$ cat config.mk
export PLATFORM = sky130hd
export DESIGN_NAME = eid_cmd_fifo
export DESIGN_NICKNAME = d
export VERILOG_FILES = /design/src/design/eid_pkg.sv /design/src/design/eid_cmd_fifo.sv
export SDC_FILE = /design/constraint.sdc
export NUM_CORES = 1
export LEC_CHECK = 0
export CAP_MARGIN = 40
export CORE_ASPECT_RATIO = 1.25
export CORE_UTILIZATION = 40
export DETAILED_ROUTE_END_ITERATION = 10
export DONT_BUFFER_PORTS = 1
export GPL_ROUTABILITY_DRIVEN = 0
export SYNTH_ARGS = -nofsm -noshare
export SYNTH_HDL_FRONTEND = slang
export SYNTH_SLANG_ARGS = --single-unit
$ cat constraint.sdc
create_clock -name clk -period 3.2 [get_ports clk]
set_input_delay 0.48 -clock clk [delete_from_list [all_inputs] [get_ports clk]]
set_output_delay 0.48 -clock clk [all_outputs]
set_load 0.01 [all_outputs]
$ cat src/design/eid_pkg.sv
// ----------------------------------------------------------------------------
// eid_pkg
// Shared types and codes of the entity identifier allocator: request and
// result transactions, the command carried from front to back, and the codes.
// ----------------------------------------------------------------------------
package eid_pkg;

    // field widths of the transactions
    localparam int REQ_W    = 2;
    localparam int ID_IN_W  = 16;
    localparam int SIG_IN_W = 32;
    localparam int STATUS_W = 3;
    localparam int NEW_ID_W = 10;
    localparam int COUNT_W  = 11;

    // request codes
    localparam logic [REQ_W-1:0] REQ_CREATE  = 2'd0;
    localparam logic [REQ_W-1:0] REQ_DESTROY = 2'd1;
    localparam logic [REQ_W-1:0] REQ_SET     = 2'd2;
    localparam logic [REQ_W-1:0] REQ_LOOKUP  = 2'd3;

    // result status codes
    localparam logic [STATUS_W-1:0] ST_OK    = 3'd0;
    localparam logic [STATUS_W-1:0] ST_FULL  = 3'd1;
    localparam logic [STATUS_W-1:0] ST_RANGE = 3'd2;
    localparam logic [STATUS_W-1:0] ST_NONE  = 3'd3;
    localparam logic [STATUS_W-1:0] ST_DEAD  = 3'd4;

    typedef struct packed {
        logic [REQ_W-1:0]    req_type;
        logic [ID_IN_W-1:0]  entity_id;
        logic [SIG_IN_W-1:0] sig_in;
    } req_item_t;

    typedef struct packed {
        logic [STATUS_W-1:0] status;
        logic [NEW_ID_W-1:0] new_id;
        logic                is_alive;
        logic [SIG_IN_W-1:0] sig_out;
        logic [COUNT_W-1:0]  live_count;
    } rsp_item_t;

    // classified request, as queued between front and back
    typedef struct packed {
        logic [REQ_W-1:0]    req_type;
        logic                in_range;
        logic [ID_IN_W-1:0]  entity_id;
        logic [SIG_IN_W-1:0] sig_in;
    } cmd_t;

    // fill state of the command queue, seen by the front and the back
    typedef struct packed {
        logic full;
        logic empty;
    } fifo_stat_t;

endpackage

$ cat src/design/eid_cmd_fifo.sv
// ----------------------------------------------------------------------------
// eid_cmd_fifo
// Two-entry command queue between the front and the back.
// ----------------------------------------------------------------------------
module eid_cmd_fifo (
    input  logic                clk,
    input  logic                rst_n,
    input  logic                push,
    input  eid_pkg::cmd_t       push_cmd,
    input  logic                pop,
    output eid_pkg::cmd_t       pop_cmd,
    output eid_pkg::fifo_stat_t stat
);
    localparam int DEPTH = 2;
    localparam int PTR_W = $clog2(DEPTH);
    localparam int CNT_W = $clog2(DEPTH + 1);

    eid_pkg::cmd_t    entry_reg [DEPTH];
    logic [PTR_W-1:0] wr_ptr_reg;
    logic [PTR_W-1:0] wr_ptr_next;
    logic [PTR_W-1:0] rd_ptr_reg;
    logic [PTR_W-1:0] rd_ptr_next;
    logic [CNT_W-1:0] cnt_reg;
    logic [CNT_W-1:0] cnt_next;

    always_comb
    begin
        wr_ptr_next = wr_ptr_reg;
        rd_ptr_next = rd_ptr_reg;
        cnt_next    = cnt_reg;
        if (push)
        begin
            wr_ptr_next = (wr_ptr_reg == PTR_W'(DEPTH - 1)) ? '0 : wr_ptr_reg + PTR_W'(1);
        end
        if (pop)
        begin
            rd_ptr_next = (rd_ptr_reg == PTR_W'(DEPTH - 1)) ? '0 : rd_ptr_reg + PTR_W'(1);
        end
        if (push && !pop)
        begin
            cnt_next = cnt_reg + CNT_W'(1);
        end
        else if (pop && !push)
        begin
            cnt_next = cnt_reg - CNT_W'(1);
        end
    end

    always_ff @(posedge clk or negedge rst_n)
    begin
        if (!rst_n)
        begin
            wr_ptr_reg <= '0;
            rd_ptr_reg <= '0;
            cnt_reg    <= '0;
        end
        else
        begin
            wr_ptr_reg <= wr_ptr_next;
            rd_ptr_reg <= rd_ptr_next;
            cnt_reg    <= cnt_next;
        end
    end

    always_ff @(posedge clk)
    begin
        if (push)
        begin
            entry_reg[wr_ptr_reg] <= push_cmd;
        end
    end

    assign pop_cmd    = entry_reg[rd_ptr_reg];
    assign stat.full  = (cnt_reg == CNT_W'(DEPTH));
    assign stat.empty = (cnt_reg == '0);

endmodule

# Yosys cells after proc, flatten, opt, wreduce, memory -nomap -nowiden
# Memory sizes are Yosys's and may differ from the RTL's.
# Index checks and enable logic that the tools add are counted.
# W data, S select, Z words.
[totals]
regBits = 4
ram_bits = 102
input_bits = 55
word_cells = 21
mem_count = 1
[memory_table]
columns = ["name", "depth", "word_bits", "rd", "rd_clocked_by_memory_dff", "wr", "line_no", "source"]
rows = [
  ["entry_reg", 2, 51, 1, 0, 1, "eid_cmd_fifo.sv:18", "eid_pkg::cmd_t entry_reg [DEPTH];"],
]
[op_classes]
n_addsub = 4
n_eq_ne = 1
mux = 6
n_reduce_logical = 6
[op_table]
columns = ["op", "count"]
rows = [
  ["$mux W1", 4],
  ["$mux W2", 2],
  ["$add A1 B1 Y1 const B", 2],
  ["$add A2 B1 Y2 const B", 1],
  ["$eq A2 B2 Y1 const B", 1],
  ["$logic_and A1 B1 Y1", 2],
  ["$logic_not A1 Y1", 2],
  ["$logic_not A2 Y1", 1],
  ["$reduce_bool A2 Y1", 1],
  ["$sub A2 B1 Y2 const B", 1],
]

# Logic depth before layout (Yosys ltp)
# Gate-level depths: netlist of run 1.
[depth]
word_depth = 4
ltp_mapped = 5
depth_no_buf = 5

# Worst setup path before layout of run 1
# No wires, ideal clock.
[synth_path]
path_kind = "input to register"
start = "input push"
end = "memory entry_reg[0][0] in the netlist's numbering (enable)"
arrival_time_ns = 2.739
t_required_ns = 2.734
slack_ns = -0.005
stages = 1
path_buffers = 0
cell_sequence = "nor2b_1"
[synth_between]
elab_chain_cells = 2
[synth_rtl]
columns = ["item", "line_no", "source"]
rows = [
  ["start, declared", "eid_cmd_fifo.sv:8", "input logic push,"],
  ["$mux W1", "eid_cmd_fifo.sv:67", "if (push)"],
  ["$mux W1 (implied by the code)", "eid_cmd_fifo.sv:69", "entry_reg[wr_ptr_reg] <= push_cmd;"],
  ["end, declared", "eid_cmd_fifo.sv:18", ""],
]
# No other way between the ends.

==> impl_metrics.yaml, run 1 <==
outcome:
  run_status: "complete, no violations"
die:
  die-area_um2: 10700
  core_area_um2: 10100
  io-pin-count: 108
  die_h_um: 115
  initial_core_util_pct: 41.0
  rows: 41
  die-width_um: 92.8
sta:
  fin_tns_setup_ps: 0
  period_needed_ps: 2220
  fin_crit_sh_pct: 69.5
  max_freq_mhz: 450
  final_hold_viol_count: 0
  slew_headroom_pct: 49.2
  report.final.setup_viol: 0
  slew_viol_final: 0
  fin_worst_skew_ps: 4.56
  worst_pin_slew_ps: 762
  grt_setup_unrepaired: "no"
min_path:
  hold_path_depth: 1
  hold_path.class: "in -> reg"
  min_from: "pop"
power:
  pwr-share-seq_pct: 47.4
  irDropWorstVdd_uv: 479
  internal-power_mw: 3.09
  power.density_nw_per_um2: 924
  pwr-share-comb_pct: 25.7
  swShare_pct: 27.1
  power.share.clock_pct: 26.9
  p_leak_nw: 1.66
  p_switching_mw: 1.15
route:
  firstDrtPassIters: 3
  wl_per_cell_um: 19.3
  drtIter0Drc: 52
  final_antenna_net_count: 0
  wl_mm: 6.19
  routed_via_density: 4.89
  drc: 0
  dr_total_vias: 1570
global_route:
  grt_max_degree: 31
  grt_pass1_wl_mm: 9.03
  grt-ovfl-total: 0
  grt_pass1_vias: 1703
  grt_usage_pct: 11.9
  antenna_found_initial: 0
worst_setup_path:
  critical_path_depth: 2
  end_kind: "output port"
  critPathSlowestCell: "dfrtp_4"
  critPathLaunchType: "flip-flop"
  rr_worst_depth: 2
  crit_family: "flip-flops"
  timing.rr.start: "wr_ptr_reg"
  cp-startpoint: "rd_ptr_reg"
  cp.required_ps: 2720
  crit_chain: "buf_12 -> mux2_4"
  crit_buf_inv: 1
  max_stage_delay_ps: 710
  crit_fanout: 30
  worst-setup-path-type: "reg -> out"
  crit_arrival_ps: 1740
cts:
  clkTransAtPathRegs_ps: 70
  h-tree-depth: 3
  numCtsBuffers: 9
  clock_path_buffers: 2
  clkLatencyLatePin_ps: 340
  post_cts_resize_count: 0
  clock_sinks: 106
  clockRootBuffer: "clkbuf_16"
  cts_tree: "done"
place:
  portBuffers: 0
  dpl.hpwl_mm: 4.24
logic_synthesis:
  ys_types: 13
  synth_cells: 175
  avgSynthCellArea_um2: 23.5
  synth_nets: 231
  synth-seq-cells: 106
  syn-cell-area_um2: 4120
  ys_seq_area_share_pct: 76.8
  yosys_warnings: 0
finish:
  area_growth_pct: 11.4
  diodes: 0
  final_cell_mix: "102 x edfxtp_1, 49 x mux2_4, 9 x clkbuf_16"
  fin_util_pct: 45.6
  layout.nets: 243
  largest_register_ffs: 102
  final_common_cell: "edfxtp_1"
  drive_gt1_share_pct: 39.1
flow_run:
  maxCapViolations: 0
-- cell families after synthesis --
kind of cell | after synthesis | share of synthesized area (%)
muxes | 51 | 18.4
buffers and inverters | 7 | 2.79
DFF | 106 | 76.8
and+or+nand+nor | 5 | 0.638
adders and majority gates | 1 | 0.304
xor gates and xnor gates | 5 | 1.06
-- final cells by class --
type / instances / area [um2]
fillers: 866 / 5470
flip-flops and latches: 106 / 3170
multi-input cells: 62 / 850
clock buffers: 10 / 229
well taps: 129 / 161
clock inverters: 6 / 90.1
repair buffers: 7 / 87.6
inverters: 1 / 3.75
-- synthesized netlist by cell type --
cell,count,share of area [%]
nor2_1,2,0.18
edfxtp_1,102,74
xnor2_1,1,0.21
mux2_2,2,0.55
mux2_4,49,18
and2_1,1,0.15
buf_6,1,0.27
ha_1,1,0.30
inv_1,1,0.091
buf_12,5,2.4
dfrtp_1,4,2.4
nor2b_1,2,0.30
xor2_1,4,0.85
-- path summary, 6_finish.rpt --
kind / endpoint / slack, ps
setup / recovery: pop_cmd[15] / 980
hold / removal: rd_ptr_reg / 220
setup reg to reg: entry_reg[1][34] / 1430
hold reg to reg: cnt_reg[1] / 500
max in group asynchronous: rd_ptr_reg / 2550
min in group asynchronous: wr_ptr_reg / 430
-- layer usage --
metal  GRT usage, %  vias to the layer above  routed length (um)
met5              0                        -                   0
met4           8.31                        0                 153
met3           5.71                       11                 705
met2           19.8                       80                3170
met1           11.8                      772                2160
li1               -                      707                   -
-- stage by stage --
step / instance area [um2] / power [mW] / setup WS (ps) / hold slack (ps) / instances
after floorplan: 4120 / 3.04 / 947 / 184 / 175
after global placement: 4230 / 3.09 / 1320 / 185 / 303
after detailed placement: 4260 / 3.15 / 1330 / 185 / 304
after CTS: 4590 / 4.31 / 943 / 201 / 321
after global routing: 4590 / 4.42 / 915 / 209 / 321
final: 4590 / 4.24 / 977 / 221 / 321
-- what timing repair did --
| item | 4_1_cts | 5_1_grt |
|---|---|---|
| hold endpoints to repair | 4 | 0 |
| hold buffers | 1 | 0 |
| setup buffers | 0 | 0 |
-- power by group through the flow --
stage	sequential, mW	clock [mW]	combinational, mW
2_1_floorplan	1.94	0	1.10
5_1_grt	2.04	1.22	1.16
3_5_place_dp	2.05	0	1.11
6_report	2.01	1.14	1.09
4_1_cts	2.02	1.18	1.11
3_3_place_gp	2.02	0	1.06
No activity file was read; power rests on OpenSTA's default activity.
==> run 2: changes to the inputs <==
- ABC_AREA: not set -> 1
- clock period: 3.2 -> 2.2 ns (I/O delays scaled with it)
==> impl_metrics.yaml, run 2 <==
die:
  rows: 41
  die_h_um: 116
  core_area_um2: 10100
  io-pin-count: 108
  initial_core_util_pct: 41.2
  die-area_um2: 10800
  die-width_um: 93.0
worst_setup_path:
  max_stage_delay_ps: 420
  end_kind: "output port"
  critPathSlowestCell: "dfrtp_4"
  critical_path_depth: 2
  crit_family: "flip-flops"
  crit_buf_inv: 1
  rr_worst_depth: 2
  regToRegSetupSlack_ps: 930
  worstSetupEndpoint: "pop_cmd[11]"
  cp-startpoint: "rd_ptr_reg"
  timing.rr.start: "wr_ptr_reg"
  cp.required_ps: 1870
  worst-setup-path-type: "reg -> out"
  critPathLaunchType: "flip-flop"
  crit_fanout: 23
  rr_endpoint: "entry_reg[0][7]"
  crit_chain: "buf_4 -> mux2_4"
  crit_arrival_ps: 1530
logic_synthesis:
  synth_nets: 240
  synth_common_cells: "102 x edfxtp_1, 49 x mux2_4, 7 x inv_1, 5 x buf_12, 5 x nand2_1"
  synthArstFlopShare_pct: 3.77
  avgSynthCellArea_um2: 22.5
  syn-cell-area_um2: 4140
  synth_edf_count: 102
  synth_cells: 184
  synth_top_cell_by_area: "edfxtp_1"
  yosys-top-cells-area: "edfxtp_1 74%, mux2_4 18%, buf_12 2.4%, dfrtp_1 2.4%, inv_1 0.63%"
  netlist.area_leader.share_pct: 74.0
  synthFlopType: "edfxtp_1"
  ys_seq_area_share_pct: 76.4
  yosys_warnings: 0
  ys_types: 14
  synth-seq-cells: 106
  synth_most_common_cell: "edfxtp_1"
cts:
  hold_buffers: 1
  clock_path_buffers: 2
  clock_sinks: 106
  cts_tree: "done"
  clkLatencyLatePin_ps: 330
  clockRootBuffer: "clkbuf_16"
  numCtsBuffers: 9
  clkTransAtPathRegs_ps: 60
  h-tree-depth: 3
  post_cts_resize_count: 0
  post_cts_buffers: 0
sta:
  grt_setup_unrepaired: "no"
  max_freq_mhz: 538
  fin_worst_skew_ps: 4.25
  whs_ps: 74.4
  report.final.setup_viol: 0
  period_needed_ps: 1860
  fin_crit_sh_pct: 84.4
  final_hold_viol_count: 0
  setup_slack_ps: 343
  slew_viol_final: 0
  fin_tns_setup_ps: 0
  worst_pin_slew_ps: 438
  slew_headroom_pct: 70.8
finish:
  layout.nets: 252
  final_cell_mix: "102 x edfxtp_1, 49 x mux2_4, 9 x clkbuf_16"
  diodes: 0
  largest_register_ffs: 102
  drive_gt1_share_pct: 36.5
  final_common_cell: "edfxtp_1"
  fillers: 880
  area_growth_pct: 9.98
route:
  wl_mm: 6.27
  routed_via_density: 4.89
  final_antenna_net_count: 0
  dr_total_vias: 1610
  wl_per_cell_um: 19.1
  drtIter0Drc: 79
  firstDrtPassIters: 4
  drc: 0
global_route:
  grt_pass1_wl_mm: 9.22
  grt_max_degree: 30
  use_met3_pct: 5.45
  antenna_found_initial: 0
  grt-ovfl-total: 0
  use_met2_pct: 20.1
  top_usage_layer: "met2"
  grt_pass1_vias: 1718
  grt_usage_pct: 12.1
  met1_usage_pct: 12.9
power:
  power.density_nw_per_um2: 1320
  irDropWorstVdd_uv: 771
  p_leak_nw: 1.67
place:
  portBuffers: 0
  place_ws_ps: 675
  dpl.hpwl_mm: 4.03
min_path:
  min_from: "push"
  hold_path.class: "in -> reg"
flow_run:
  maxCapViolations: 0
outcome:
  run_status: "complete, no violations"
[run 2: changes by cell type after synthesis]
cell,delta
nand3_1,+1
and2_1,-1
nor2_1,+1
nand4_1,+1
inv_1,+6
xor2_1,-2
nand2_1,+5
nor2b_1,-2
[run 2: cells by family after synthesis]
logic type	share of synthesized area, %
simple gates	0.998
xor+xnor	0.635
fa+ha+maj	0.302
mux	18.3
flops	76.4
buf+inv	3.33
[run 2: routing by layer]
layer	share of wire, %	vias up
met2	54	57
met4	2.1	0
met5	0	-
li1	-	727
met1	36	817
met3	8.4	9
[run 2: area by class of cell]
cell class	count	area [um2]	area share (%)
sequential	106	3170	69.6
clock inverter	5	55.1	1.21
clock buffer	10	229	5.03
multi-input combinational	65	846	18.6
timing repair buffer	7	67.6	1.48
inverter	7	26.3	0.577
tap	129	161	3.55
[run 2: worst min-delay path by stage]
stage / slack, ps / end / depth (start not counted)
global placement: 30 / cnt_reg[0] / 0
CTS: 60 / wr_ptr_reg / 1
floorplan: 30 / cnt_reg[0] / 0
detailed placement: 30 / cnt_reg[1] / 0
finish: 70 / wr_ptr_reg / 1
global route: 60 / wr_ptr_reg / 1
[run 2: metrics by stage]
stage / instances / area [um2] / utilization, % / power, mW
global route: 329 / 4550 / 45.3 / 6.31
global placement: 313 / 4260 / 42.3 / 4.56
finish: 329 / 4550 / 45.3 / 6.03
detailed placement: 313 / 4260 / 42.3 / 4.59
floorplan: 184 / 4140 / - / 4.43
CTS: 329 / 4550 / 45.3 / 6.13
[run 2: power breakdown]
group	switching, mW	internal, mW	total [mW]
clock network	0.660	0.874	1.53
logic	0.899	0.787	1.69
registers	0.119	2.69	2.81
[run 2: worst reg2reg max path, cell delays in order (launching register included)]
cell and delay [ps]:
dfrtp_1 430, nor2_4 130, buf_4 360
==> run 3: changes to the inputs <==
- clock period: 2.2 -> 1.6 ns (I/O delays scaled with it)
==> impl_metrics.yaml, run 3 (synthesized netlist as in run 2, its figures left out) <==
sta:
  report.final.setup_viol: 51
  worst_pin_slew_ps: 340
  fin_worst_skew_ps: 3.16
  final_hold_viol_count: 0
  fin_crit_sh_pct: 105
  slew_viol_final: 0
  setup_slack_ps: -73.4
  grt_setup_unrepaired: "yes"
  period_needed_ps: 1670
  whs_ps: 146
  max_freq_mhz: 598
  fin_tns_setup_ps: -2850
  slew_headroom_pct: 77.3
worst_setup_path:
  rr_worst_depth: 3
  rr_endpoint: "entry_reg[1][32]"
  crit_arrival_ps: 1430
  regToRegSetupSlack_ps: 220
  worst-setup-path-type: "reg -> out"
  timing.rr.start: "wr_ptr_reg"
  end_kind: "output port"
  cp.required_ps: 1360
  crit_fanout: 18
  critPathLaunchType: "flip-flop"
global_route:
  grt_pass1_vias: 1955
  grt_pass1_wl_mm: 9.72
  grt-ovfl-total: 0
  grt_max_degree: 30
  grt_usage_pct: 12.8
  antenna_found_initial: 2
finish:
  area_growth_pct: 25.3
  layout.nets: 308
  final_cells: 387
  multi_input_area_um2: 848
  drive_gt1_share_pct: 29.3
  final_cell_mix: "102 x edfxtp_1, 54 x dlygate4sd3_1, 49 x mux2_4"
  largest_register_ffs: 102
  final-seq-area_um2: 3170
  final_common_cell: "edfxtp_1"
  fin_util_pct: 51.6
  fillers: 835
cts:
  clockRootBuffer: "clkbuf_16"
  clkTransAtPathRegs_ps: 60
  h-tree-depth: 3
  numCtsBuffers: 9
  clock_sinks: 106
  clkLatencyLatePin_ps: 340
  cts_tree: "done"
  clock_path_buffers: 2
place:
  dpl.hpwl_mm: 4.19
  portBuffers: 0
  dp.cells: 313
die:
  die-width_um: 93.0
  die-area_um2: 10800
  io-pin-count: 108
  die_h_um: 116
  rows: 41
  core_area_um2: 10100
  initial_core_util_pct: 41.2
route:
  drtIter0Drc: 69
  wl_per_cell_um: 16.7
  wl_mm: 6.46
  routed_via_density: 4.73
  final_antenna_net_count: 0
  drc: 0
  firstDrtPassIters: 4
  dr_total_vias: 1830
flow_run:
  maxCapViolations: 0
power:
  p_leak_nw: 1.92
  power.total_mw: 8.60
  power.density_nw_per_um2: 1660
  irDropWorstVdd_uv: 906
min_path:
  hold_path_depth: 2
  hold_path.class: "in -> reg"
  whs_endpoint: "cnt_reg[0]"
  min_from: "push"
outcome:
  failed_checks: "setup timing"
  run_status: "finished, violations left"
[run 3: cell count changes in the layout (fill, tap and decap cells not counted), sizes merged]
cell         before  now
buf               6    9
clkbuf           10   12
clkinv            2    1
clkinvlp          1    2
diode             0    2
dlygate4sd3       1   54
inv               8    6
[run 3: what timing repair did]
| item | 4_1_cts | 5_1_grt |
|---|---|---|
| gates cloned | 1 | 0 |
| hold buffers | 54 | 0 |
| setup endpoints to repair | 47 | 51 |
| endpoints found under the hold margin | 108 | 0 |
| resized for setup | 2 | 0 |
| setup buffers | 2 | 0 |
[run 3: worst max-delay path: stages (launching register included)]
cell     delay, ps
dfrtp_4        550
buf_12         200
mux2_4         330
[run 3: final cells by class]
class | count | area share [%]
multi-input combinational | 65 | 16.4
tap | 129 | 3.11
inverter | 7 | 0.579
timing repair buffer | 63 | 13.5
antenna | 2 | 0.0965
clock inverter | 3 | 0.796
clock buffer | 12 | 4.56
sequential | 106 | 61.0
[run 3: worst max path at each step]
stage	from	end	slack, ps	cells past startpoint
after floorplan	wr_ptr_reg	entry_reg[1][0]	-8	2
after global placement	wr_ptr_reg	entry_reg[1][38]	230	3
after detailed placement	wr_ptr_reg	entry_reg[1][32]	220	3
after CTS	rd_ptr_reg	pop_cmd[28]	-100	2
after global routing	rd_ptr_reg	pop_cmd[13]	-100	2
final	rd_ptr_reg	pop_cmd[13]	-70	2
[run 3: routing by layer]
layer	global-route usage, %	vias to the layer above	routed length, um
met3	3.94	10	355
met4	8.31	0	175
li1	-	847	-
met2	21.8	57	3510
met5	0	-	0
met1	13.9	916	2410
[run 3: metrics by stage]
step / setup slack, ps / cell area, um2
2_1_floorplan: -8.24 / 4150
3_3_place_gp: 230 / 4310
3_5_place_dp: 215 / 4310
4_1_cts: -100 / 5180
5_1_grt: -105 / 5190
6_report: -73.4 / 5190
[run 3: power by group]
part           total (mW)  switching, mW  internal [mW]
Combinational        2.64           1.27           1.37
Clock                2.05          0.852           1.20
Sequential           3.91          0.214           3.69
Total                8.60           2.34           6.26
